$ cat src/rtl/scl_pkg.sv
`default_nettype none

package scl_pkg;

  // Longest line handled; a non-newline byte at column LINE_LIMIT-2 or later is an error.
  localparam int unsigned LINE_LIMIT = 256;
  localparam logic [7:0] COL_LIMIT = 8'(LINE_LIMIT - 2);

  // Result buffer
  localparam int unsigned FIFO_DEPTH = 4;
  localparam int unsigned PTR_W = $clog2(FIFO_DEPTH);
  localparam int unsigned CNT_W = $clog2(FIFO_DEPTH + 1);

  // Lexer mode codes
  localparam logic [2:0] MODE_IDLE    = 3'd0;
  localparam logic [2:0] MODE_WORD    = 3'd1;
  localparam logic [2:0] MODE_STRING  = 3'd2;
  localparam logic [2:0] MODE_COMMENT = 3'd3;
  localparam logic [2:0] MODE_ERROR   = 3'd4;

  // Character codes
  localparam logic [7:0] CH_NUL    = 8'h00;
  localparam logic [7:0] CH_TAB    = 8'h09;
  localparam logic [7:0] CH_NL     = 8'h0a;
  localparam logic [7:0] CH_SPACE  = 8'h20;
  localparam logic [7:0] CH_QUOTE  = 8'h22;
  localparam logic [7:0] CH_LPAREN = 8'h28;
  localparam logic [7:0] CH_RPAREN = 8'h29;
  localparam logic [7:0] CH_ZERO   = 8'h30;
  localparam logic [7:0] CH_NINE   = 8'h39;
  localparam logic [7:0] CH_COLON  = 8'h3a;
  localparam logic [7:0] CH_SEMI   = 8'h3b;
  localparam logic [7:0] CH_EQUAL  = 8'h3d;
  localparam logic [7:0] CH_LBRACE = 8'h7b;
  localparam logic [7:0] CH_RBRACE = 8'h7d;

  typedef enum logic [4:0] {
    KIND_DEF        = 5'd0,
    KIND_FUNCTION   = 5'd1,
    KIND_RETURN     = 5'd2,
    KIND_ARROW      = 5'd3,
    KIND_LBRACE     = 5'd4,
    KIND_RBRACE     = 5'd5,
    KIND_LPAREN     = 5'd6,
    KIND_RPAREN     = 5'd7,
    KIND_COLON      = 5'd8,
    KIND_EQUAL      = 5'd9,
    KIND_SEMI       = 5'd10,
    KIND_NUMBER     = 5'd11,
    KIND_STRING     = 5'd12,
    KIND_IDENT      = 5'd13,
    KIND_EOL        = 5'd14,
    KIND_ERR_STRING = 5'd15,
    KIND_ERR_LONG   = 5'd16
  } kind_e;

  // Fixed words tracked while a word is collected: def, function, return, ->, //
  localparam int unsigned NUM_WORDS = 5;
  localparam int unsigned COMMENT_WORD = 4;
  localparam logic [7:0] KW_TEXT [NUM_WORDS][8] = '{
    '{"d", "e", "f", 8'h00, 8'h00, 8'h00, 8'h00, 8'h00},
    '{"f", "u", "n", "c", "t", "i", "o", "n"},
    '{"r", "e", "t", "u", "r", "n", 8'h00, 8'h00},
    '{"-", ">", 8'h00, 8'h00, 8'h00, 8'h00, 8'h00, 8'h00},
    '{"/", "/", 8'h00, 8'h00, 8'h00, 8'h00, 8'h00, 8'h00}
  };
  localparam logic [7:0] KW_LEN [NUM_WORDS] = '{8'd3, 8'd8, 8'd6, 8'd2, 8'd2};

  typedef struct packed {
    kind_e      kind;
    logic [7:0] start_column;
    logic [7:0] tok_len;
    logic       last;
  } result_t;

  // Results of one step, in delivery order
  typedef struct packed {
    logic [1:0] count;
    result_t    first;
    result_t    second;
  } push_t;

  typedef struct packed {
    logic [CNT_W-1:0] count;
    logic             room;
  } fifo_stat_t;

endpackage

`default_nettype wire

$ cat src/rtl/scl_core.sv
`default_nettype none

module scl_core (
  input  wire logic           clk_i,
  input  wire logic           rst_ni,
  input  wire logic           step_i,
  input  wire logic [7:0]     char_i,
  input  wire logic           eoi_i,
  output scl_pkg::push_t      push_o,
  output logic [2:0]          mode_o
);

  logic [2:0] mode_q, mode_d, mode_v;
  logic [7:0] col_q, col_d;
  logic [7:0] start_q, start_d;
  logic [7:0] len_q, len_d;
  logic [scl_pkg::NUM_WORDS-1:0] cand_q, cand_d;
  logic digit_q, digit_d;

  logic is_nl, is_quote, is_punct, is_delim, is_digit;
  logic [scl_pkg::NUM_WORDS-1:0] hit, add_cand, start_cand;
  logic fw_comment;
  scl_pkg::kind_e fw_kind, punct_kind;
  logic a_vld, b_vld;
  scl_pkg::result_t a_res, b_res;

  assign is_nl    = (char_i == scl_pkg::CH_NL);
  assign is_quote = (char_i == scl_pkg::CH_QUOTE);
  assign is_digit = (char_i >= scl_pkg::CH_ZERO) && (char_i <= scl_pkg::CH_NINE);
  assign is_punct = char_i inside {scl_pkg::CH_LBRACE, scl_pkg::CH_RBRACE, scl_pkg::CH_LPAREN,
                                   scl_pkg::CH_RPAREN, scl_pkg::CH_COLON, scl_pkg::CH_EQUAL,
                                   scl_pkg::CH_SEMI};
  assign is_delim = is_punct ||
                    char_i inside {scl_pkg::CH_SPACE, scl_pkg::CH_TAB, scl_pkg::CH_NUL,
                                   scl_pkg::CH_NL};

  always_comb begin
    case (char_i)
      scl_pkg::CH_LBRACE: punct_kind = scl_pkg::KIND_LBRACE;
      scl_pkg::CH_RBRACE: punct_kind = scl_pkg::KIND_RBRACE;
      scl_pkg::CH_LPAREN: punct_kind = scl_pkg::KIND_LPAREN;
      scl_pkg::CH_RPAREN: punct_kind = scl_pkg::KIND_RPAREN;
      scl_pkg::CH_COLON:  punct_kind = scl_pkg::KIND_COLON;
      scl_pkg::CH_EQUAL:  punct_kind = scl_pkg::KIND_EQUAL;
      default:            punct_kind = scl_pkg::KIND_SEMI;
    endcase
  end

  // Per-word candidate tracking and the match at word end
  always_comb begin
    for (int k = 0; k < scl_pkg::NUM_WORDS; k++) begin
      add_cand[k]   = cand_q[k] && (len_q < scl_pkg::KW_LEN[k]) &&
                      (scl_pkg::KW_TEXT[k][len_q[2:0]] == char_i);
      start_cand[k] = (scl_pkg::KW_TEXT[k][0] == char_i);
      hit[k]        = cand_q[k] && (len_q == scl_pkg::KW_LEN[k]);
    end
  end

  assign fw_comment = hit[scl_pkg::COMMENT_WORD];

  always_comb begin
    if (hit[0])      fw_kind = scl_pkg::KIND_DEF;
    else if (hit[1]) fw_kind = scl_pkg::KIND_FUNCTION;
    else if (hit[2]) fw_kind = scl_pkg::KIND_RETURN;
    else if (hit[3]) fw_kind = scl_pkg::KIND_ARROW;
    else if (digit_q) fw_kind = scl_pkg::KIND_NUMBER;
    else             fw_kind = scl_pkg::KIND_IDENT;
  end

  // One step: a is a finished word, b is the token caused by the byte itself
  always_comb begin
    mode_d  = mode_q;
    mode_v  = mode_q;
    col_d   = col_q;
    start_d = start_q;
    len_d   = len_q;
    cand_d  = cand_q;
    digit_d = digit_q;
    a_vld   = 1'b0;
    b_vld   = 1'b0;
    a_res.kind         = fw_kind;
    a_res.start_column = start_q;
    a_res.tok_len      = len_q;
    a_res.last         = 1'b0;
    b_res.kind         = scl_pkg::KIND_EOL;
    b_res.start_column = col_q;
    b_res.tok_len      = 8'd0;
    b_res.last         = 1'b1;

    if (mode_q != scl_pkg::MODE_ERROR) begin
      if (eoi_i) begin
        if (mode_q == scl_pkg::MODE_STRING) begin
          b_vld = 1'b1;
          b_res.kind = scl_pkg::KIND_ERR_STRING;
          b_res.start_column = start_q;
          b_res.tok_len = len_q;
          mode_d = scl_pkg::MODE_ERROR;
        end else begin
          a_vld = (mode_q == scl_pkg::MODE_WORD) && !fw_comment;
          b_vld = (col_q != 8'd0);
          col_d = 8'd0;
          mode_d = scl_pkg::MODE_IDLE;
        end
      end else if (!is_nl && (col_q >= scl_pkg::COL_LIMIT)) begin
        b_vld = 1'b1;
        b_res.kind = scl_pkg::KIND_ERR_LONG;
        mode_d = scl_pkg::MODE_ERROR;
      end else if (mode_q == scl_pkg::MODE_STRING) begin
        if (is_nl) begin
          b_vld = 1'b1;
          b_res.kind = scl_pkg::KIND_ERR_STRING;
          b_res.start_column = start_q;
          b_res.tok_len = len_q;
          mode_d = scl_pkg::MODE_ERROR;
        end else begin
          len_d = len_q + 8'd1;
          col_d = col_q + 8'd1;
          if (is_quote) begin
            b_vld = 1'b1;
            b_res.kind = scl_pkg::KIND_STRING;
            b_res.start_column = start_q;
            b_res.tok_len = len_q + 8'd1;
            mode_d = scl_pkg::MODE_IDLE;
          end
        end
      end else begin
        if ((mode_q == scl_pkg::MODE_WORD) && is_delim) begin
          if (fw_comment) begin
            mode_v = scl_pkg::MODE_COMMENT;
          end else begin
            a_vld  = 1'b1;
            mode_v = scl_pkg::MODE_IDLE;
          end
        end
        mode_d = mode_v;
        case (mode_v)
          scl_pkg::MODE_WORD: begin
            len_d  = len_q + 8'd1;
            cand_d = add_cand;
            col_d  = col_q + 8'd1;
          end
          scl_pkg::MODE_COMMENT: begin
            if (is_nl) begin
              b_vld  = 1'b1;
              col_d  = 8'd0;
              mode_d = scl_pkg::MODE_IDLE;
            end else begin
              col_d = col_q + 8'd1;
            end
          end
          default: begin
            if (is_nl) begin
              b_vld = 1'b1;
              col_d = 8'd0;
            end else begin
              if (is_punct) begin
                b_vld = 1'b1;
                b_res.kind = punct_kind;
                b_res.tok_len = 8'd1;
              end else if (is_quote) begin
                mode_d  = scl_pkg::MODE_STRING;
                start_d = col_q;
                len_d   = 8'd1;
              end else if (!is_delim) begin
                mode_d  = scl_pkg::MODE_WORD;
                start_d = col_q;
                len_d   = 8'd1;
                cand_d  = start_cand;
                digit_d = is_digit;
              end
              col_d = col_q + 8'd1;
            end
          end
        endcase
      end
    end
  end

  always_comb begin
    push_o.count  = step_i ? ({1'b0, a_vld} + {1'b0, b_vld}) : 2'd0;
    push_o.first  = a_vld ? a_res : b_res;
    push_o.first.last = !(a_vld && b_vld);
    push_o.second = b_res;
  end

  assign mode_o = mode_q;

  always_ff @(posedge clk_i or negedge rst_ni) begin
    if (!rst_ni) begin
      mode_q  <= scl_pkg::MODE_IDLE;
      col_q   <= 8'd0;
      start_q <= 8'd0;
      len_q   <= 8'd0;
      cand_q  <= '0;
      digit_q <= 1'b0;
    end else if (step_i) begin
      mode_q  <= mode_d;
      col_q   <= col_d;
      start_q <= start_d;
      len_q   <= len_d;
      cand_q  <= cand_d;
      digit_q <= digit_d;
    end
  end

endmodule

`default_nettype wire

$ cat src/rtl/scl_fifo.sv
`default_nettype none

module scl_fifo (
  input  wire logic             clk_i,
  input  wire logic             rst_ni,
  input  scl_pkg::push_t        push_i,
  output logic                  valid_o,
  input  wire logic             ready_i,
  output scl_pkg::result_t      data_o,
  output scl_pkg::fifo_stat_t   stat_o
);

  scl_pkg::result_t mem [scl_pkg::FIFO_DEPTH];
  logic [scl_pkg::PTR_W-1:0] wr_q, rd_q;
  logic [scl_pkg::CNT_W-1:0] cnt_q, cnt_d;
  logic pop;

  assign valid_o = (cnt_q != '0);
  assign pop     = valid_o && ready_i;
  assign data_o  = mem[rd_q];
  assign cnt_d   = cnt_q + scl_pkg::CNT_W'(push_i.count) - scl_pkg::CNT_W'(pop);

  assign stat_o.count = cnt_q;
  assign stat_o.room  = (cnt_q <= scl_pkg::CNT_W'(scl_pkg::FIFO_DEPTH - 2));

  always_ff @(posedge clk_i) begin
    if (push_i.count != 2'd0) begin
      mem[wr_q] <= push_i.first;
    end
    if (push_i.count == 2'd2) begin
      mem[wr_q + scl_pkg::PTR_W'(1)] <= push_i.second;
    end
  end

  always_ff @(posedge clk_i or negedge rst_ni) begin
    if (!rst_ni) begin
      wr_q  <= '0;
      rd_q  <= '0;
      cnt_q <= '0;
    end else begin
      wr_q  <= wr_q + scl_pkg::PTR_W'(push_i.count);
      rd_q  <= rd_q + scl_pkg::PTR_W'(pop);
      cnt_q <= cnt_d;
    end
  end

endmodule

`default_nettype wire

$ cat src/rtl/source_character_lexer_unit.sv
// Streaming lexer: one source byte per beat in, tokens (kind, start column, length) out.
// Each accepted byte lands in an input register and is lexed once the buffer has room; its
// zero, one or two tokens are written into a four-entry result buffer that drives the
// output stream, so a token is offered only after its byte has been lexed and buffered.
// A byte is lexed whenever the buffer has two free entries, so the unit takes one byte
// per cycle as long as the output side drains a token per cycle; bytes that yield two
// tokens (a word ended by punctuation or a newline, or end of input) can fill the buffer
// and hold the input while the output side stalls. tuser marks end of input:
// it flushes the pending word and ends the last line, and tdata is ignored on that beat.
// tlast flags the final token caused by one input beat. After an unterminated string or
// an over-long line the error token is sent and all further input is swallowed until
// reset.
`default_nettype none

module source_character_lexer_unit (
  input  wire logic        clk_i,
  input  wire logic        rst_ni,
  input  wire logic        s_axis_tvalid,
  output logic             s_axis_tready,
  input  wire logic [7:0]  s_axis_tdata,   // [7:0] char_code
  input  wire logic        s_axis_tuser,   // [0] end_of_input
  output logic             m_axis_tvalid,
  input  wire logic        m_axis_tready,
  output logic [23:0]      m_axis_tdata,   // [4:0] token_kind, [12:5] start_column,
                                           // [20:13] tok_len, [23:21] zero
  output logic             m_axis_tlast    // last token of its input beat
);

  // Input register
  logic       in_vld_q, in_vld_d;
  logic [7:0] in_char_q;
  logic       in_eoi_q;
  logic       step;
  logic       in_take;

  scl_pkg::push_t      push;
  scl_pkg::fifo_stat_t fstat;
  scl_pkg::result_t    res;
  logic [2:0]          mode;

  // Lex the held byte only when both of its possible tokens fit
  assign step          = in_vld_q && fstat.room;
  assign s_axis_tready = !in_vld_q || step;
  assign in_take       = s_axis_tvalid && s_axis_tready;

  always_comb begin
    if (in_take) begin
      in_vld_d = 1'b1;
    end else if (step) begin
      in_vld_d = 1'b0;
    end else begin
      in_vld_d = in_vld_q;
    end
  end

  always_ff @(posedge clk_i or negedge rst_ni) begin
    if (!rst_ni) begin
      in_vld_q <= 1'b0;
    end else begin
      in_vld_q <= in_vld_d;
    end
  end

  // Payload: load on every accepted beat
  always_ff @(posedge clk_i) begin
    if (in_take) begin
      in_char_q <= s_axis_tdata;
      in_eoi_q  <= s_axis_tuser;
    end
  end

  scl_core u_core (
    .clk_i  (clk_i),
    .rst_ni (rst_ni),
    .step_i (step),
    .char_i (in_char_q),
    .eoi_i  (in_eoi_q),
    .push_o (push),
    .mode_o (mode)
  );

  scl_fifo u_fifo (
    .clk_i   (clk_i),
    .rst_ni  (rst_ni),
    .push_i  (push),
    .valid_o (m_axis_tvalid),
    .ready_i (m_axis_tready),
    .data_o  (res),
    .stat_o  (fstat)
  );

  assign m_axis_tdata = {3'b000, res.tok_len, res.start_column, res.kind};
  assign m_axis_tlast = res.last;

  // The result buffer never holds more than its depth
  a_fifo_bound: assert property (@(posedge clk_i) disable iff (!rst_ni)
    fstat.count <= scl_pkg::CNT_W'(scl_pkg::FIFO_DEPTH))
    else $error("result buffer overfilled");

  // Tokens are only pushed when a held byte is lexed
  a_push_on_step: assert property (@(posedge clk_i) disable iff (!rst_ni)
    (push.count != 2'd0) |-> step)
    else $error("tokens pushed without a lexing step");

  // The error state latches until reset
  a_error_latch: assert property (@(posedge clk_i) disable iff (!rst_ni)
    (mode == scl_pkg::MODE_ERROR) |=> (mode == scl_pkg::MODE_ERROR))
    else $error("lexer left the error state");

  // Nothing is produced once the error state is reached
  a_error_silent: assert property (@(posedge clk_i) disable iff (!rst_ni)
    (mode == scl_pkg::MODE_ERROR) |-> (push.count == 2'd0))
    else $error("token produced after an error");

endmodule

`default_nettype wire

$ cat config.mk
export PLATFORM = sky130hd
export DESIGN_NAME = source_character_lexer_unit
export DESIGN_NICKNAME = d
export VERILOG_FILES = /design/src/rtl/scl_pkg.sv /design/src/rtl/scl_core.sv /design/src/rtl/scl_fifo.sv /design/src/rtl/source_character_lexer_unit.sv
export SDC_FILE = /design/constraint.sdc
export NUM_CORES = 1
export LEC_CHECK = 0
export CAP_MARGIN = 20
export CORE_UTILIZATION = 25
export DETAILED_ROUTE_END_ITERATION = 8
export DONT_BUFFER_PORTS = 1
export SETUP_SLACK_MARGIN = 0.1
export SYNTH_ARGS = -nofsm -noshare
export SYNTH_HDL_FRONTEND = slang
export SYNTH_SLANG_ARGS = --single-unit
export TNS_END_PERCENT = 10
$ cat constraint.sdc
create_clock -name clk_i -period 12.87 [get_ports clk_i]
set_input_delay 1.9305 -clock clk_i [delete_from_list [all_inputs] [get_ports clk_i]]
set_output_delay 1.9305 -clock clk_i [all_outputs]
set_load 0.005 [all_outputs]
Yosys cells after proc, flatten, opt, wreduce, memory -nomap -nowiden. Memory sizes are Yosys's and may differ from the RTL's. Cells that the tools add are included. W data, S select, Z words.

Add/sub/neg operators: 8. Order comparisons: 9. Eq/ne operators: 43. Multiplexer cells: 97. Bitwise operators: 10. Reduce and logical (&&, ||, !) cells: 43.

Operator list (number): $mux W8 (29); $mux W21 (3); $mux W5 (12); $eq A8 B6 Y1 const B (7); $mux W3 (17); $eq A8 B8 Y1 (5); $eq A7 B8 Y1 const A (3); $eq A8 B4 Y1 const B (3); $mux W1 (24); $pmux W4 S6 (1); $logic_and A1 B1 Y1 (23); $mux W22 (1); $reduce_and A10 Y1 (2); $mux W18 (1); $reduce_and A9 Y1 (2); $mux W17 (1); $add A8 B1 Y8 const B (2); $eq A6 B8 Y1 const A (2); $eq A8 B2 Y1 const B (2); $eq A8 B7 Y1 const B (2); $lt A8 B2 Y1 const B (2); $mux W16 (1); $pmux W8 S2 (1); $ne A2 B2 Y1 const B (7); other kinds (39) (57).

Bits in registers: 50. Memory bits (writable): 88. ROM bits: 320. Logic and storage cells: 228. Memories: 6.

Memory list: u_fifo.mem (words 4, width 22, rd ports 1, clocked after Yosys merged registers in 0, wr ports 2, RTL line scl_fifo.sv:13) `scl_pkg::result_t mem [scl_pkg::FIFO_DEPTH];`; (no name shown) (words 8, width 8, rd ports 1, clocked after Yosys merged registers in 0, wr ports 0, RTL line scl_core.sv:53) `(scl_pkg::KW_TEXT[k][len_q[2:0]] == char_i);`; (no name shown) (words 8, width 8, rd ports 1, clocked after Yosys merged registers in 0, wr ports 0, RTL line scl_core.sv:53); (no name shown) (words 8, width 8, rd ports 1, clocked after Yosys merged registers in 0, wr ports 0, RTL line scl_core.sv:53); (no name shown) (words 8, width 8, rd ports 1, clocked after Yosys merged registers in 0, wr ports 0, RTL line scl_core.sv:53); (no name shown) (words 8, width 8, rd ports 1, clocked after Yosys merged registers in 0, wr ports 0, RTL line scl_core.sv:53).

Depth between registers and ports, before layout.
Depth in word-level cells: 20. Depth in mapped cells: 21. Depth with buffers taken out: 18.

Modules after synthesis. From an unflattened synthesis, not the netlist that was laid out.

Cell total of the unflattened synthesis: 748. Area total of the unflattened synthesis: 8874.8 um^2.

By module, submodules not included: scl_fifo (instances 1, cells an instance 254, area an instance 4778.3 um^2, sequential area each 2817.7 um^2); scl_core (instances 1, cells an instance 476, area an instance 3739.8 um^2, sequential area each 825.8 um^2); source_character_lexer_unit (instances 1, cells an instance 18, area an instance 356.6 um^2, sequential area each 295.3 um^2).

Worst setup path before layout. No wires, ideal clock.

Kind: register -> register. Start point: register u_core.len_q[0]. End point: memory u_fifo.mem[0][2] in the netlist's numbering (data pin). Setup time: 0.133 ns. Arrival: 4.389 ns. Data required time: 12.737 ns. Slack: 8.348 ns. Stages on the path, launching flop included: 21. Path buffers: 3. Clock period less this slack: 4.522 ns. Cells stage by stage: dfrtp_1 > clkbuf_1 > inv_1 > ha_1 > nand2_1 > nor4_2 > nor3_1 > o21ai_2 > or2_1 > buf_4 > inv_6 > buf_6 > ha_1 > nor2_1 > nand3b_1 > nor3_1 > nor2_1 > inv_1 > nand3_1 > o22ai_1 > a32o_1.

RTL lines: start, declared (RTL line scl_core.sv:16) `logic [7:0] len_q, len_d;`; start signal, assigned (RTL line scl_core.sv:200) `len_q <= len_d;`; end, declared (RTL line scl_fifo.sv:13).

==> impl_metrics.ini <==
[synthesis]
async_flop_share_pct = 29.7
yosysWarnings = 0
synth_flop_cell = edfxtp_1
ys_ff_latch = 138
avgSynthCellArea_um2 = 10.7
yosysSeqAreaShare_pct = 47.2
synth_cell_types = 86
synth_area_um2 = 8250
netlist_top_cells_area = edfxtp_1 34%, dfrtp_1 12%, mux4_2 6.0%
netlist.area_leader.share_pct = 33.8
synthCells = 774
yosysTopAreaCell = edfxtp_1
synth-edff-count = 93

[routing]
drt-vias-per-instance = 5.35
wl_um = 23300
dr.pass1.iters = 5
wl_per_cell_um = 19.5
final_antenna_net_count = 0
drc = 0
drtIter0Drc = 645
via_count = 6404

[setup_path]
cp_top_family = simple AND/OR/NAND/NOR gates
path_cells = nand2b_1, a21boi_1, o32ai_2, nor3_2, or2_1, inv_6, ha_1, nor2_1, nand3b_1, nor3_1, nor2_1, inv_1, nand3_1, o22ai_1, a32o_1
rrSetupSlack_ns = 6.97
crit_required_ns = 13.15
reg2reg_from = in_char_q[2]
end_kind = flop
cp_max_fo = 23
max_stage_delay_ns = 0.80
worstSetupStartpointType = flop
critPathArrivalTime_ns = 6.18
critical_path_buf_inv_count = 2
crit_top_cell = nor2_1
crit_type = flop to flop
setup.worst_path.start = in_char_q[2]
cp_slowest_cell = edfxtp_1

[power]
p_per_area_nw_per_um2 = 204
power.leakage_nw = 3.00
power_frac_comb_pct = 37.0
power.internal_mw = 1.12
seqPwrFrac_pct = 37.0
clockPowerShare_pct = 26.1
peakVddDrop_mv = 0.0883
p_sw_share_pct = 40.3
p_switching_uw = 756

[floorplan]
initial_utilization_pct = 25.4
die_w_um = 184
core_area_um2 = 32500
fp.dieArea_um2 = 33700
die_h_um = 184
io_pins = 40
num_rows = 66

[worst_hold_path]
min-delay-path-class = flop to flop
min_from = u_fifo.mem[3][0]

[outcome]
run_status = complete, no violations

[cells_and_area]
most-common-layout-cells = 93 x edfxtp_1, 60 x nand2_1, 49 x o21ai_0, 48 x nor2_1, 42 x a21oi_1
area_growth_pct = 11.5
fillerInstances = 3405
multi_input_area_um2 = 3980
insertedDiodeCount = 0
final_common_cell = edfxtp_1
nets = 771
drive_above_1_share_pct = 13.4
regArea_um2 = 3900

[clock_network]
htree_levels = 4
clk_latency_ns = 0.42
cts_tree = yes
cts_setup_buffers = 0
cts_hold_buf = 0
post_cts_resize_count = 0
clock-root-buffer = clkbuf_16
path_clk_slew_ns = 0.07
cts_sinks = 138
cts_made_buffers = 17
clk_path_buf_depth = 2

[place]
pre_cts_ws_ns = 7.11
gp_congestion = 0.930
io_buffers = 0
dpl.hpwl_um = 16300

[grt]
grt_pass1_wl_um = 36200
track_usage_pct = 14.1
grt_pass1_vias = 6026
grt_max_degree = 42
grt_overflow = 0
antenna_found_initial = 0

[timing]
clock.fmax_ghz = 0.170
skew_ns = 0.0128
relSlewSlack_pct = 26.5
finalSetupViolCount = 0
min_period_over_period_pct = 45.8
setup_tns_ns = 0
rsz0062_at_grt = false
worst_pin_slew_ns = 1.09
drv_slew = 0
setup_ws_ns = 6.97
layout_min_cycle_time_ns = 5.90
hold_viol_final = 0

[flow_run]
cap_violations = 0
==> metal layers <==
layer | routed length [um] | part of all wire (%) | GRT usage (%)
met3 | 1510 | 6.5 | 3.07
met1 | 11100 | 47 | 20.2
met2 | 10400 | 44 | 21.1
met4 | 368 | 1.6 | 4.13
met5 | 0 | 0 | 0
==> per-stage QoR <==
| stage | hold WS [ns] | util (%) | total power, mW | instances | area [um^2] |
|---|---|---|---|---|---|
| 2_1_floorplan | 0.431 | - | 1.18 | 776 | 8260 |
| 3_3_place_gp | 0.441 | 26.3 | 1.37 | 1163 | 8570 |
| 3_5_place_dp | 0.451 | 26.4 | 1.39 | 1164 | 8600 |
| 4_1_cts | 0.466 | 28.2 | 1.88 | 1196 | 9170 |
| 5_1_grt | 0.489 | 28.3 | 1.97 | 1197 | 9200 |
| 6_report | 0.464 | 28.3 | 1.88 | 1197 | 9200 |
==> layout make-up <==
type / instances / share of cell area, %
multi-input cells: 553 / 43.3
flip-flops and latches: 138 / 42.4
well taps: 442 / 6.01
clock buffers: 19 / 4.71
clock inverters: 13 / 1.56
inverters: 26 / 1.12
repair buffers: 6 / 0.925
==> worst paths after layout <==
kind	endpoint	depth (start not counted)
min reg2reg	u_fifo.mem[3][0]	1
min	u_fifo.mem[3][0]	1
max	u_fifo.mem[0][3]	15
max reg2reg	u_fifo.mem[0][3]	15
min in group asynchronous	u_core.cand_q[1]	0
max in group asynchronous	u_core.len_q[1]	0
==> power groups by stage <==
stage | logic, mW | registers [mW] | clock network, mW
global placement | 0.663 | 0.709 | 0
finish | 0.694 | 0.693 | 0.489
detailed placement | 0.689 | 0.700 | 0
global route | 0.760 | 0.705 | 0.510
CTS | 0.692 | 0.691 | 0.494
floorplan | 0.559 | 0.624 | 0
==> Yosys cell counts, types with 13 or more instances <==
library cell	number
inv_1	24
mux4_2	22
edfxtp_1	93
a21oi_1	42
ha_1	15
nor3_1	19
a32o_1	30
o22ai_1	16
o21ai_0	49
and3_1	14
clkbuf_1	34
dfrtp_1	41
nand3_1	28
nor2_1	48
nand2b_1	13
nand2_1	60
==> kinds of logic after synthesis <==
family	Yosys count	synth area share [%]
XOR/XNOR	19	2.02
buffers and inverters	85	4.59
flip-flops	138	47.2
other	1	0.0454
multiplexers	34	7.58
adder cells (fa/ha/maj)	16	2.52
AO/OA/AOI/OAI	231	20.1
AND/OR/NAND/NOR	250	15.9
==> sequential cells by signal, summed over array words and instances, names as in the netlist, 3 cells and up <==
signal and flops:
in_char_q 8, u_core.cand_q 5, u_core.col_q 8, u_core.len_q 8, u_core.mode_o 3, u_core.start_q 8
u_fifo.cnt_q 3, u_fifo.mem 88
No activity file was read; power rests on OpenSTA's default activity.
